$ cat src/rtl/core/plm_pkg.sv
// ----------------------------------------------------------------------------
// plm_pkg
// Shared types, lifecycle codes and transition/aggregation tables for the
// participant lifecycle monitor.
// ----------------------------------------------------------------------------
package plm_pkg;

  localparam int SLOT_W    = 4;
  localparam int STATE_W   = 4;
  localparam int MASK_W    = 16;
  localparam int CNT_W     = 32;
  localparam int SLOT_LIMIT = 1 << SLOT_W;
  localparam int MAX_PARTICIPANTS_DEF = 16;

  // lifecycle codes; 10/11 read as coldswap pending/done at system level
  localparam logic [STATE_W-1:0] ST_INVALID    = 4'd0;
  localparam logic [STATE_W-1:0] ST_IDLE       = 4'd1;
  localparam logic [STATE_W-1:0] ST_INITING    = 4'd2;
  localparam logic [STATE_W-1:0] ST_INITED     = 4'd3;
  localparam logic [STATE_W-1:0] ST_RUNNING    = 4'd4;
  localparam logic [STATE_W-1:0] ST_PAUSED     = 4'd5;
  localparam logic [STATE_W-1:0] ST_STOPPING   = 4'd6;
  localparam logic [STATE_W-1:0] ST_STOPPED    = 4'd7;
  localparam logic [STATE_W-1:0] ST_CSW_PREP   = 4'd8;
  localparam logic [STATE_W-1:0] ST_CSW_READY  = 4'd9;
  localparam logic [STATE_W-1:0] ST_CSW_IGN    = 4'd10;
  localparam logic [STATE_W-1:0] ST_CSW_SHDN   = 4'd11;
  localparam logic [STATE_W-1:0] ST_SHUTTING   = 4'd12;
  localparam logic [STATE_W-1:0] ST_SHUTDOWN   = 4'd13;
  localparam logic [STATE_W-1:0] ST_ERROR      = 4'd14;

  typedef struct packed {
    logic [SLOT_W-1:0]  rd_addr;
    logic               wr_en;
    logic [SLOT_W-1:0]  wr_addr;
    logic [STATE_W-1:0] wr_data;
    logic               mark_en;
    logic [MASK_W-1:0]  mark_mask;
  } store_cmd_t;

  typedef struct packed {
    logic [STATE_W-1:0] rd_state;
    logic               rd_known;
    logic               mark_hit;
  } store_stat_t;

  typedef struct packed {
    logic               start;
    logic [STATE_W-1:0] s;
    logic [STATE_W-1:0] agg;
    logic               step;
    logic               known;
    logic [STATE_W-1:0] state;
  } chk_cmd_t;

  typedef struct packed {
    logic [MASK_W-1:0] m0;
    logic [MASK_W-1:0] m1;
    logic [MASK_W-1:0] m2;
  } chk_masks_t;

  function automatic logic [MASK_W-1:0] ps(input logic [STATE_W-1:0] x);
    return MASK_W'(1) << x;
  endfunction

  function automatic logic [MASK_W-1:0] allowed_prev(input logic [STATE_W-1:0] ns);
    logic [MASK_W-1:0] m;
    case (ns)
      ST_IDLE:      m = ps(ST_INVALID) | ps(ST_CSW_SHDN);
      ST_INITING:   m = ps(ST_IDLE) | ps(ST_ERROR) | ps(ST_STOPPED) | ps(ST_CSW_IGN);
      ST_INITED:    m = ps(ST_INITING);
      ST_RUNNING:   m = ps(ST_INITED) | ps(ST_PAUSED);
      ST_PAUSED:    m = ps(ST_RUNNING);
      ST_STOPPING:  m = ps(ST_RUNNING) | ps(ST_PAUSED);
      ST_STOPPED:   m = ps(ST_STOPPING);
      ST_CSW_PREP:  m = ps(ST_STOPPED) | ps(ST_ERROR);
      ST_CSW_READY: m = ps(ST_CSW_PREP);
      ST_CSW_IGN:   m = ps(ST_CSW_READY);
      ST_CSW_SHDN:  m = ps(ST_CSW_READY);
      ST_SHUTTING:  m = ps(ST_ERROR) | ps(ST_STOPPED);
      ST_SHUTDOWN:  m = ps(ST_SHUTTING);
      ST_ERROR:     m = '1;
      default:      m = '0;
    endcase
    return m;
  endfunction

  // state sets checked in one pass for a refresh triggered by state s
  function automatic chk_masks_t refresh_masks(input logic [STATE_W-1:0] s,
                                               input logic [STATE_W-1:0] agg);
    chk_masks_t r;
    r = '0;
    case (s)
      ST_IDLE: begin
        if (agg == ST_CSW_IGN) begin
          r.m0 = ps(ST_IDLE) | ps(ST_CSW_IGN);
        end else begin
          r.m0 = ps(ST_IDLE);
          r.m1 = ps(ST_IDLE) | ps(ST_INITING) | ps(ST_INITED);
        end
      end
      ST_INITING: begin
        r.m0 = ps(ST_INITING) | ps(ST_IDLE);
        r.m1 = ps(ST_INITING) | ps(ST_STOPPED) | ps(ST_ERROR);
        r.m2 = ps(ST_INITING) | ps(ST_IDLE) | ps(ST_CSW_IGN);
      end
      ST_INITED:    r.m0 = ps(ST_INITED);
      ST_RUNNING:   r.m0 = ps(ST_RUNNING);
      ST_PAUSED:    r.m0 = ps(ST_PAUSED) | ps(ST_RUNNING);
      ST_STOPPING: begin
        r.m0 = ps(ST_STOPPING) | ps(ST_STOPPED) | ps(ST_PAUSED) | ps(ST_RUNNING);
        r.m1 = ps(ST_STOPPED);
      end
      ST_STOPPED:   r.m0 = ps(ST_STOPPED);
      ST_CSW_PREP:  r.m0 = ps(ST_STOPPED) | ps(ST_CSW_PREP) | ps(ST_CSW_READY) | ps(ST_ERROR);
      ST_CSW_READY: r.m0 = ps(ST_CSW_READY);
      ST_CSW_SHDN:  r.m0 = ps(ST_CSW_READY) | ps(ST_CSW_SHDN) | ps(ST_CSW_IGN);
      ST_CSW_IGN: begin
        r.m0 = ps(ST_CSW_IGN);
        r.m1 = ps(ST_CSW_READY) | ps(ST_CSW_SHDN) | ps(ST_CSW_IGN);
      end
      ST_SHUTTING: begin
        r.m0 = ps(ST_SHUTTING) | ps(ST_SHUTDOWN) | ps(ST_STOPPED) | ps(ST_ERROR) |
               ps(ST_IDLE) | ps(ST_INITED);
        r.m1 = ps(ST_SHUTDOWN);
      end
      ST_SHUTDOWN:  r.m0 = ps(ST_SHUTDOWN);
      default:      r = '0;
    endcase
    return r;
  endfunction

  // new aggregate state from the all-of flags of one pass
  function automatic logic [STATE_W-1:0] refresh_decide(input logic [STATE_W-1:0] s,
                                                        input logic [STATE_W-1:0] agg,
                                                        input logic [2:0] acc);
    logic [STATE_W-1:0] n;
    n = agg;
    case (s)
      ST_IDLE: begin
        if (agg == ST_CSW_IGN) begin
          if (acc[0]) n = ST_CSW_SHDN;
        end else if (acc[0]) begin
          n = ST_IDLE;
        end else if (acc[1]) begin
          n = ST_INITING;
        end
      end
      ST_INITING:   if (|acc) n = ST_INITING;
      ST_INITED:    if (acc[0]) n = ST_INITED;
      ST_RUNNING:   if (acc[0]) n = ST_RUNNING;
      ST_PAUSED:    if (acc[0]) n = ST_PAUSED;
      ST_STOPPING: begin
        if (acc[1]) n = ST_STOPPED;
        else if (acc[0]) n = ST_STOPPING;
      end
      ST_STOPPED:   if (acc[0]) n = ST_STOPPED;
      ST_CSW_PREP:  if (acc[0]) n = ST_CSW_PREP;
      ST_CSW_READY: if (acc[0]) n = ST_CSW_READY;
      ST_CSW_SHDN:  if (acc[0]) n = ST_CSW_IGN;
      ST_CSW_IGN: begin
        if (acc[0]) n = ST_CSW_SHDN;
        else if (acc[1]) n = ST_CSW_IGN;
      end
      ST_SHUTTING: begin
        if (acc[1]) n = ST_SHUTDOWN;
        else if (acc[0]) n = ST_SHUTTING;
      end
      ST_SHUTDOWN:  if (acc[0]) n = ST_SHUTDOWN;
      ST_ERROR:     n = ST_ERROR;
      default:      n = agg;
    endcase
    return n;
  endfunction

endpackage

$ cat src/rtl/core/plm_slot_store.sv
// ----------------------------------------------------------------------------
// plm_slot_store
// Per-slot state memory with known and written flags; one registered read.
// ----------------------------------------------------------------------------
module plm_slot_store #(
  parameter int NUM_SLOTS = plm_pkg::MAX_PARTICIPANTS_DEF
) (
  input  logic                  clk,
  input  logic                  rst,
  input  plm_pkg::store_cmd_t   cmd,
  output plm_pkg::store_stat_t  stat
);
  import plm_pkg::*;

  localparam int IW = $clog2(NUM_SLOTS);

  logic [STATE_W-1:0]   mem [NUM_SLOTS];
  logic [NUM_SLOTS-1:0] known;
  logic [NUM_SLOTS-1:0] written;
  logic [NUM_SLOTS-1:0] mark;
  logic [STATE_W-1:0]   rd_mem;
  logic                 rd_written;
  logic                 rd_known;

  assign mark = cmd.mark_mask[NUM_SLOTS-1:0];

  always_ff @(posedge clk) begin
    if (cmd.wr_en) begin
      mem[cmd.wr_addr[IW-1:0]] <= cmd.wr_data;
    end
    rd_mem     <= mem[cmd.rd_addr[IW-1:0]];
    rd_written <= written[cmd.rd_addr[IW-1:0]];
    rd_known   <= known[cmd.rd_addr[IW-1:0]];
  end

  // newly marked slots read as invalid until written
  always_ff @(posedge clk) begin
    if (rst) begin
      known   <= '0;
      written <= '0;
    end else begin
      if (cmd.mark_en) begin
        known   <= known | mark;
        written <= written & ~(mark & ~known);
      end
      if (cmd.wr_en) begin
        known[cmd.wr_addr[IW-1:0]]   <= 1'b1;
        written[cmd.wr_addr[IW-1:0]] <= 1'b1;
      end
    end
  end

  assign stat.rd_state = rd_written ? rd_mem : ST_INVALID;
  assign stat.rd_known = rd_known;
  assign stat.mark_hit = |(mark & known);

endmodule

$ cat src/rtl/core/plm_check_unit.sv
// ----------------------------------------------------------------------------
// plm_check_unit
// Shared all-of checker: tests one slot state a cycle against up to three
// state sets and yields the refreshed system state.
// ----------------------------------------------------------------------------
module plm_check_unit (
  input  logic                        clk,
  input  plm_pkg::chk_cmd_t           cmd,
  output logic [plm_pkg::STATE_W-1:0] agg_next
);
  import plm_pkg::*;

  chk_masks_t         masks;
  logic [STATE_W-1:0] s_l;
  logic [STATE_W-1:0] agg_l;
  logic [2:0]         acc;

  always_ff @(posedge clk) begin
    if (cmd.start) begin
      masks <= refresh_masks(cmd.s, cmd.agg);
      s_l   <= cmd.s;
      agg_l <= cmd.agg;
      acc   <= '1;
    end else if (cmd.step && cmd.known) begin
      acc[0] <= acc[0] & masks.m0[cmd.state];
      acc[1] <= acc[1] & masks.m1[cmd.state];
      acc[2] <= acc[2] & masks.m2[cmd.state];
    end
  end

  assign agg_next = refresh_decide(s_l, agg_l, acc);

endmodule

$ cat src/rtl/core/participant_lifecycle_monitor.sv
// ----------------------------------------------------------------------------
// participant_lifecycle_monitor
// Tracks per-slot lifecycle states and the aggregate system state.
// ----------------------------------------------------------------------------
// Input channel (in_valid/in_stall): a status update (kind 0) or a load of
// the expected participant set (kind 1). One result transfer per item on
// the output channel (out_valid/out_stall).
// One item at a time; in_stall is high while an item is in work.
// Sequencer states per item, N = min(MAX_PARTICIPANTS, 16):
//   update without system refresh, or ignored: IDLE, UPD, DONE
//   slot out of range, load error, load with no known slot: IDLE, DONE
//   refreshing update: IDLE, UPD, SCAN over N slots, DRAIN, DECIDE, DONE
//   load with refresh: per expected slot LNEXT, LREAD, SCAN, DRAIN, DECIDE
// The refresh is a pass over all N slots through the single read port of
// the slot memory, one slot per cycle into the shared check unit.
// A finished result waits in the output register while out_stall is high;
// the next item may be taken meanwhile, but its result holds in the
// sequencer until that register has been moved out.
// Reset clears all slot states to invalid, the expected set, the system
// state and the invalid-transition count, and drops out_valid.
// ----------------------------------------------------------------------------
module participant_lifecycle_monitor #(
  parameter int MAX_PARTICIPANTS = plm_pkg::MAX_PARTICIPANTS_DEF
) (
  input  logic                        clk,
  input  logic                        rst,
  input  logic                        in_valid,
  output logic                        in_stall,
  input  logic                        kind,
  input  logic [plm_pkg::SLOT_W-1:0]  participant,
  input  logic [plm_pkg::STATE_W-1:0] new_state,
  input  logic [plm_pkg::MASK_W-1:0]  expected_mask,
  output logic                        out_valid,
  input  logic                        out_stall,
  output logic                        ignored,
  output logic                        transition_ok,
  output logic                        status_changed,
  output logic [plm_pkg::STATE_W-1:0] system_state,
  output logic                        system_changed,
  output logic                        load_error,
  output logic [plm_pkg::CNT_W-1:0]   invalid_count
);
  import plm_pkg::*;

  localparam int NUM_SLOTS = (MAX_PARTICIPANTS < SLOT_LIMIT) ? MAX_PARTICIPANTS : SLOT_LIMIT;
  localparam int IW        = $clog2(NUM_SLOTS);
  localparam logic [IW-1:0] LAST = IW'(NUM_SLOTS - 1);

  typedef enum logic [7:0] {
    S_IDLE   = 8'b0000_0001,
    S_UPD    = 8'b0000_0010,
    S_LNEXT  = 8'b0000_0100,
    S_LREAD  = 8'b0000_1000,
    S_SCAN   = 8'b0001_0000,
    S_DRAIN  = 8'b0010_0000,
    S_DECIDE = 8'b0100_0000,
    S_DONE   = 8'b1000_0000
  } seq_t;

  seq_t                 state;
  logic [IW-1:0]        sc;
  logic [IW-1:0]        li;
  logic                 sv;
  logic [NUM_SLOTS-1:0] exp_set;
  logic [STATE_W-1:0]   agg;
  logic [CNT_W-1:0]     cnt;
  logic [STATE_W-1:0]   old_sys;
  logic                 load_mode;
  logic [SLOT_W-1:0]    p_reg;
  logic [STATE_W-1:0]   ns_reg;
  logic                 r_ignored;
  logic                 r_ok;
  logic                 r_changed;
  logic                 r_load_err;

  store_cmd_t           scmd;
  store_stat_t          sstat;
  chk_cmd_t             ccmd;
  logic [STATE_W-1:0]   agg_next;

  logic                 accept;
  logic                 in_range;
  logic [STATE_W-1:0]   old_st;
  logic [MASK_W-1:0]    allowed_m;
  logic                 trans_ok;
  logic                 out_free;

  assign in_stall  = (state != S_IDLE);
  assign accept    = in_valid && !in_stall;
  assign in_range  = (int'(participant) < NUM_SLOTS);
  assign old_st    = sstat.rd_state;
  assign allowed_m = allowed_prev(ns_reg);
  assign trans_ok  = allowed_m[old_st];
  assign out_free  = !out_valid || !out_stall;

  always_comb begin
    scmd           = '0;
    scmd.wr_addr   = p_reg;
    scmd.wr_data   = ns_reg;
    scmd.mark_mask = expected_mask;
    case (state)
      S_IDLE: begin
        scmd.rd_addr = participant;
        scmd.mark_en = accept && kind && (exp_set == '0);
      end
      S_UPD:   scmd.wr_en   = (old_st != ST_SHUTDOWN);
      S_LNEXT: scmd.rd_addr = SLOT_W'(li);
      S_SCAN:  scmd.rd_addr = SLOT_W'(sc);
      default: scmd.rd_addr = '0;
    endcase
  end

  always_comb begin
    ccmd       = '0;
    ccmd.agg   = agg;
    ccmd.step  = sv;
    ccmd.known = sstat.rd_known;
    ccmd.state = sstat.rd_state;
    case (state)
      S_UPD: begin
        ccmd.start = 1'b1;
        ccmd.s     = ns_reg;
      end
      S_LREAD: begin
        ccmd.start = 1'b1;
        ccmd.s     = sstat.rd_state;
      end
      default: ccmd.start = 1'b0;
    endcase
  end

  plm_slot_store #(
    .NUM_SLOTS (NUM_SLOTS)
  ) u_store (
    .clk  (clk),
    .rst  (rst),
    .cmd  (scmd),
    .stat (sstat)
  );

  plm_check_unit u_check (
    .clk      (clk),
    .cmd      (ccmd),
    .agg_next (agg_next)
  );

  always_ff @(posedge clk) begin
    sv <= (state == S_SCAN);
  end

  always_ff @(posedge clk) begin
    if (rst) begin
      state     <= S_IDLE;
      out_valid <= 1'b0;
      exp_set   <= '0;
      agg       <= ST_INVALID;
      cnt       <= '0;
    end else begin
      if (out_valid && !out_stall && (state != S_DONE)) begin
        out_valid <= 1'b0;
      end
      case (state)
        S_IDLE: begin
          if (accept) begin
            old_sys    <= agg;
            load_mode  <= kind;
            p_reg      <= participant;
            ns_reg     <= new_state;
            r_ignored  <= 1'b0;
            r_ok       <= 1'b0;
            r_changed  <= 1'b0;
            r_load_err <= kind && (exp_set != '0);
            li         <= '0;
            if (kind) begin
              if (exp_set != '0) begin
                state <= S_DONE;
              end else begin
                exp_set <= expected_mask[NUM_SLOTS-1:0];
                state   <= sstat.mark_hit ? S_LNEXT : S_DONE;
              end
            end else begin
              state <= in_range ? S_UPD : S_DONE;
            end
          end
        end
        S_UPD: begin
          r_ok <= trans_ok;
          if (!trans_ok) begin
            cnt <= cnt + CNT_W'(1);
          end
          sc <= '0;
          if (old_st == ST_SHUTDOWN) begin
            r_ignored <= 1'b1;
            state     <= S_DONE;
          end else if (old_st != ns_reg) begin
            r_changed <= 1'b1;
            state     <= exp_set[p_reg[IW-1:0]] ? S_SCAN : S_DONE;
          end else begin
            state <= S_DONE;
          end
        end
        S_LNEXT: begin
          if (exp_set[li]) begin
            state <= S_LREAD;
          end else if (li == LAST) begin
            state <= S_DONE;
          end else begin
            li <= li + IW'(1);
          end
        end
        S_LREAD: begin
          sc    <= '0;
          state <= S_SCAN;
        end
        S_SCAN: begin
          if (sc == LAST) begin
            state <= S_DRAIN;
          end else begin
            sc <= sc + IW'(1);
          end
        end
        S_DRAIN: begin
          state <= S_DECIDE;
        end
        S_DECIDE: begin
          agg <= agg_next;
          if (load_mode && (li != LAST)) begin
            li    <= li + IW'(1);
            state <= S_LNEXT;
          end else begin
            state <= S_DONE;
          end
        end
        S_DONE: begin
          if (out_free) begin
            out_valid      <= 1'b1;
            ignored        <= r_ignored;
            transition_ok  <= r_ok;
            status_changed <= r_changed;
            system_state   <= agg;
            system_changed <= (agg != old_sys);
            load_error     <= r_load_err;
            invalid_count  <= cnt;
            state          <= S_IDLE;
          end
        end
        default: state <= S_IDLE;
      endcase
    end
  end

endmodule

$ cat config.mk
export PLATFORM = sky130hd
export DESIGN_NAME = participant_lifecycle_monitor
export DESIGN_NICKNAME = d
export VERILOG_FILES = /design/src/rtl/core/plm_pkg.sv /design/src/rtl/core/plm_slot_store.sv /design/src/rtl/core/plm_check_unit.sv /design/src/rtl/core/participant_lifecycle_monitor.sv
export SDC_FILE = /design/constraint.sdc
export NUM_CORES = 1
export LEC_CHECK = 0
export BUFFER_PORTS_ARGS = -buffer_cell sky130_fd_sc_hd__buf_2
export CAP_MARGIN = 20
export CORE_ASPECT_RATIO = 2
export CORE_MARGIN = 4
export CORE_UTILIZATION = 55
export DETAILED_ROUTE_END_ITERATION = 10
export PLACE_DENSITY = 0.76
export SLEW_MARGIN = 20
export SYNTH_ARGS = -nofsm -noshare
export SYNTH_HDL_FRONTEND = slang
export SYNTH_SLANG_ARGS = --single-unit
$ cat constraint.sdc
create_clock -name clk -period 5.5 [get_ports clk]
set_input_delay 1.65 -clock clk [delete_from_list [all_inputs] [get_ports clk]]
set_output_delay 1.65 -clock clk [all_outputs]
set_load 0.05 [all_outputs]
==> results of run 1 <==
## metrics by stage
| step | hold slack [ps] | util |
|---|---|---|
| finish | 452 | 0.614 |
| global route | 456 | 0.614 |
| CTS | 459 | 0.614 |
| detailed placement | 444 | 0.578 |
| global placement | 402 | 0.578 |
| floorplan | 400 | - |
## metal layers
metal	track usage	vias to the layer above
met1	0.249	4499
li1	-	4447
met5	0	-
met2	0.472	397
met3	0.0298	109
met4	0.129	0
## cell usage after synthesis, types with 5 or more instances
cell | n | area [um^2]
nand2_1 | 91 | 342
and3b_1 | 6 | 52.6
nor2b_1 | 14 | 87.6
o31ai_1 | 5 | 37.5
xor2_1 | 5 | 43.8
and3_1 | 8 | 50.1
dfxtp_1 | 115 | 2300
a211oi_1 | 27 | 203
nand4_1 | 14 | 87.6
mux2i_1 | 17 | 170
edfxtp_1 | 159 | 4770
nand3_1 | 66 | 330
nor2_1 | 68 | 255
o221ai_1 | 5 | 43.8
o21ai_0 | 67 | 335
ha_1 | 7 | 87.6
a21oi_1 | 114 | 571
nor3b_1 | 6 | 45.0
or3_1 | 12 | 75.1
nor4_1 | 12 | 75.1
nor3_1 | 15 | 75.1
nor4_2 | 5 | 62.6
a31oi_1 | 12 | 75.1
xnor2_1 | 15 | 131
a31o_2 | 5 | 43.8
mux4_2 | 22 | 495
nand3b_1 | 13 | 97.6
inv_1 | 67 | 251
buf_2 | 11 | 55.1
or4_1 | 11 | 82.6
a221oi_1 | 6 | 52.6
a21o_1 | 8 | 60.1
nand2b_1 | 12 | 75.1
clkbuf_1 | 50 | 188
o211ai_1 | 6 | 45.0
## path summary, 6_finish.rpt
kind,slack [ps],to,depth (start not counted)
setup / recovery,1530,in_stall,3
hold / removal,450,load_error$_DFFE_PP_,0
setup reg to reg,2070,u_store.mem[13][0]$_DFFE_PP_,7
hold reg to reg,450,load_error$_DFFE_PP_,0
## layout make-up
class	instances	area (um^2)
Timing Repair Buffer	83	455
Multi-Input combinational cell	753	4960
Sequential cell	274	7080
Clock inverter	7	61.3
Inverter	70	263
Tap cell	280	350
Antenna cell	1	2.50
Clock buffer	37	736
Fill cell	1863	8730
## report_power, final
part	switching [W]	leakage (nW)	internal (W)	total, W
Sequential	0.000267	2.41	0.00235	0.00262
Combinational	0.000808	2.11	0.000503	0.00131
Clock	0.000737	0.392	0.000973	0.00171
## logic make-up after synthesis
| group | Yosys count |
|---|---|
| AO/OA/AOI/OAI | 310 |
| buffers and inverters | 138 |
| XOR/XNOR | 20 |
| adder cells (fa/ha/maj) | 7 |
| multiplexers | 43 |
| flip-flops | 274 |
| AND/OR/NAND/NOR | 373 |
## worst max-delay path, cell delays in order (launching register included)
cell and delay, ps:
dfxtp_1 430, nor4_2 670, nand3_1 370, buf_2 320
==> reports/qor.yml, run 1 <==
dpl_cell_area_um2: 13100
synth_top_family_by_area: "compound AO/OA/AOI/OAI gates"
powerDensity_nw_per_um2: 405
clock-sinks: 274
drt_pass1_iterations: 5
drv_slew: 0
met3_length_um: 1610
wl_per_cell_um: 20.7
rsz0062_at_grt: "false"
layout_setup_ws_ps: 1530
finalInstanceArea_um2: 13900
synth-compound-area-share: 0.158
r2r_start: "state[0]$_SDFFE_PP1P_"
synth_nets: 1201
max-slew-margin-rel: 0.325
start_util: 0.555
drt_iter0_drc: 584
synth_flop_cell: "edfxtp_1"
grt_usage: 0.246
synth_edf_count: 159
clock_path_buffers: 3
antenna_found_initial: 0
dr.max_layer_used: "met4"
final.setup.tns_ps: 0
met2_length_um: 17700
leakage_nw: 4.92
clk_latency_ps: 540
cts_tree: "built"
cts.hold.buffers_added: 0
cts-root-buf: "clkbuf_16"
num_vias: 9452
syn_area_um2: 12600
period_needed_ps: 3970
gp_congestion: 0.953
muxShareOfSynthArea: 0.0565
place_ws_ps: 1500
synth_xor_area_frac: 0.0139
post-route-period-util: 0.722
nets: 1242
worst_pin_slew_ps: 1010
layout-drive-gt1-share: 0.145
die_area_um2: 25500
yosys_warnings: 0
dp.cells: 1459
synthSimpleGateAreaFrac: 0.157
setup_viol: 0
layoutNonFillerInstCount: 1505
arrival_ps: 2320
clk_pin_slew_ps: 60
hp-class: "flop to flop"
finalHoldViolCount: 0
ir_drop_uv: 352
path_class: "flop to output port"
maxClockFrequency_mhz: 252
first_global_vias: 9365
drc: 0
cts_buffers: 24
synth_seq_cells: 274
status: "finished clean"
critical_path_required_ps: 3850
die_h_um: 222
grt_max_degree: 55
rows: 78
seq_area_frac_synth: 0.563
core_area_um2: 22600
min_from: "r_load_err$_DFFE_PN_"
ant_nets: 0
htreeDepth: 1
worst-path-max-fanout: 12
grt_overflow: 0
async_flop_share: 0
largest_register_ffs: 64
grt_pass1_wl_um: 49300
post-dp-hpwl_um: 22800
fp.dieW_um: 115
synthCells: 1165
mostFrequentLayoutCell: "edfxtp_1"
endpoint_kind: "output port"
cp-start-kind: "flop"
postCtsSetupRepairBufs: 0
synthAdderAreaFrac: 0.00697
startpoint: "state[1]$_SDFFE_PP0P_"
io-pin-count: 72
wl_met1_um: 10100
syn_to_final_growth_pct: 10.7
final_cell_mix: "edfxtp_1 (159), dfxtp_1 (115), a21oi_1 (114)"
port_buffers: 71
avgViaCountPerCell: 6.28
routed_wl_um: 31200
post_cts_resized: 0
finalPower_w: 0.00564
ys_types: 80
syn_area_per_cell_um2: 10.8
cap_violations: 0
clock-skew-final_ps: 20.7
Power figures use the tool's default switching activity.
==> inputs of run 2 (changes only) <==
CORE_UTILIZATION = 60   (was 55)
PLACE_DENSITY = 0.79   (was 0.76)
clock period = 3.8 ns   (was 5.5 ns; I/O delays follow)
==> reports/qor.yml, run 2 (synthesis gave the netlist of run 1 again) <==
reg2reg_to: "allowed_m[4]$_DFF_P_"
final.setup.tns_ps: 0
cts_tree: "built"
r2r_start: "state[0]$_SDFFE_PP1P_"
endpoint_kind: "output port"
cts_buffers: 23
dp.cells: 1455
rrSetupSlack_ps: 690
cap_violations: 0
port_buffers: 71
period_needed_ps: 3430
nets: 1250
slowest_delay_ps: 630
maxClockFrequency_mhz: 292
critical_path_required_ps: 2660
core_area_um2: 20600
finalInstanceArea_um2: 13900
gp_congestion: 0.932
clock_path_buffers: 3
grt_usage: 0.275
post-dp-hpwl_um: 23300
layoutNonFillerInstCount: 1497
dpl_cell_area_um2: 13100
cp_cell_sequence: "nor4_2 -> nand3_1 -> buf_2"
layout-drive-gt1-share: 0.151
grt_overflow: 0
arrival_ps: 2290
io-pin-count: 72
path_class: "flop to output port"
start_util: 0.612
post-route-period-util: 0.902
rows: 74
clock-sinks: 274
drt_pass1_iterations: 5
cts-root-buf: "clkbuf_16"
hold_path_end: "transition_ok$_DFFE_PP_"
largest_register_ffs: 64
antenna_found_initial: 1
grt_max_degree: 56
final_cell_mix: "edfxtp_1 (159), dfxtp_1 (115), a21oi_1 (114)"
leakage_nw: 4.93
cp-start-kind: "flop"
multi_input_area_um2: 4960
post_cts_resized: 0
min_delay_path_depth: 0
mostFrequentLayoutCell: "edfxtp_1"
critPathSlowestCell: "nor4_2"
rsz0062_at_grt: "false"
finalHoldViolCount: 0
max-slew-margin-rel: 0.304
wl_per_cell_um: 21.0
drv_slew: 0
grt_pass1_wl_um: 49300
ant_nets: 0
drt_iter0_drc: 614
clk_latency_ps: 520
die_h_um: 213
worst_pin_slew_ps: 1040
seq_area_um2: 7080
routed_wl_um: 31400
num_vias: 9536
hp-class: "flop to flop"
ir_drop_uv: 527
num-fill-cells: 1615
postCtsSetupRepairBufs: 0
worst-path-max-fanout: 12
cts.hold.buffers_added: 0
setup_viol: 0
status: "finished clean"
powerDensity_nw_per_um2: 581
first_global_vias: 9622
avgViaCountPerCell: 6.37
r2r_cells: 7
htreeDepth: 1
finalPower_w: 0.00807
drc: 0
die_area_um2: 23500
clock-skew-final_ps: 11.8
syn_to_final_growth_pct: 10.6
clk_pin_slew_ps: 70
min_from: "r_ok$_SDFFCE_PN0P_"
fp.dieW_um: 110
## run 2: routing by layer
metal | part of all wire | up-vias | track usage | wire length (um)
met5 | 0 | - | 0 | 0
met3 | 0.046 | 122 | 0.0333 | 1450
met1 | 0.32 | 4586 | 0.272 | 10100
met2 | 0.56 | 354 | 0.515 | 17500
li1 | - | 4474 | - | -
met4 | 0.076 | 0 | 0.189 | 2380
## run 2: area by class of cell
| class | instances | share of cell area |
|---|---|---|
| tap | 266 | 0.0239 |
| timing repair buffer | 92 | 0.0371 |
| sequential | 274 | 0.509 |
| clock buffer | 33 | 0.0494 |
| inverter | 70 | 0.0189 |
| antenna | 1 | 0.000180 |
| multi-input combinational | 753 | 0.357 |
| clock inverter | 8 | 0.00477 |
## run 2: where the power goes
| part | internal [W] | total, W | switching (W) |
|---|---|---|---|
| Sequential | 0.00340 | 0.00375 | 0.000351 |
| Combinational | 0.000766 | 0.00196 | 0.00120 |
| Clock | 0.00133 | 0.00236 | 0.00103 |
| Total | 0.00550 | 0.00807 | 0.00258 |
## run 2: worst max path at each step
stage | slack (ps) | depth (start not counted) | end | startpoint
4_1_cts | 390 | 3 | in_stall | state[1]$_SDFFE_PP0P_
2_1_floorplan | 160 | 3 | ignored$_DFFE_PP_ | rst
5_1_grt | 250 | 3 | in_stall | state[1]$_SDFFE_PP0P_
3_3_place_gp | 700 | 8 | u_store.rd_mem[1]$_DFF_P_ | participant[0]
3_5_place_dp | 670 | 8 | u_store.rd_mem[1]$_DFF_P_ | participant[0]
6_report | 370 | 3 | in_stall | state[1]$_SDFFE_PP0P_
## run 2: critical path: cells and delay by family (launching register included)
family	cells	cell delay (ps)
flops	1	420
buf+inv	1	330
simple gates	2	1020
## run 2: through the flow
step	hold WS (ps)	util	setup WS (ps)
global placement	403	0.640	696
finish	429	0.676	372
CTS	418	0.676	393
floorplan	400	-	160
detailed placement	407	0.640	673
global route	438	0.676	248
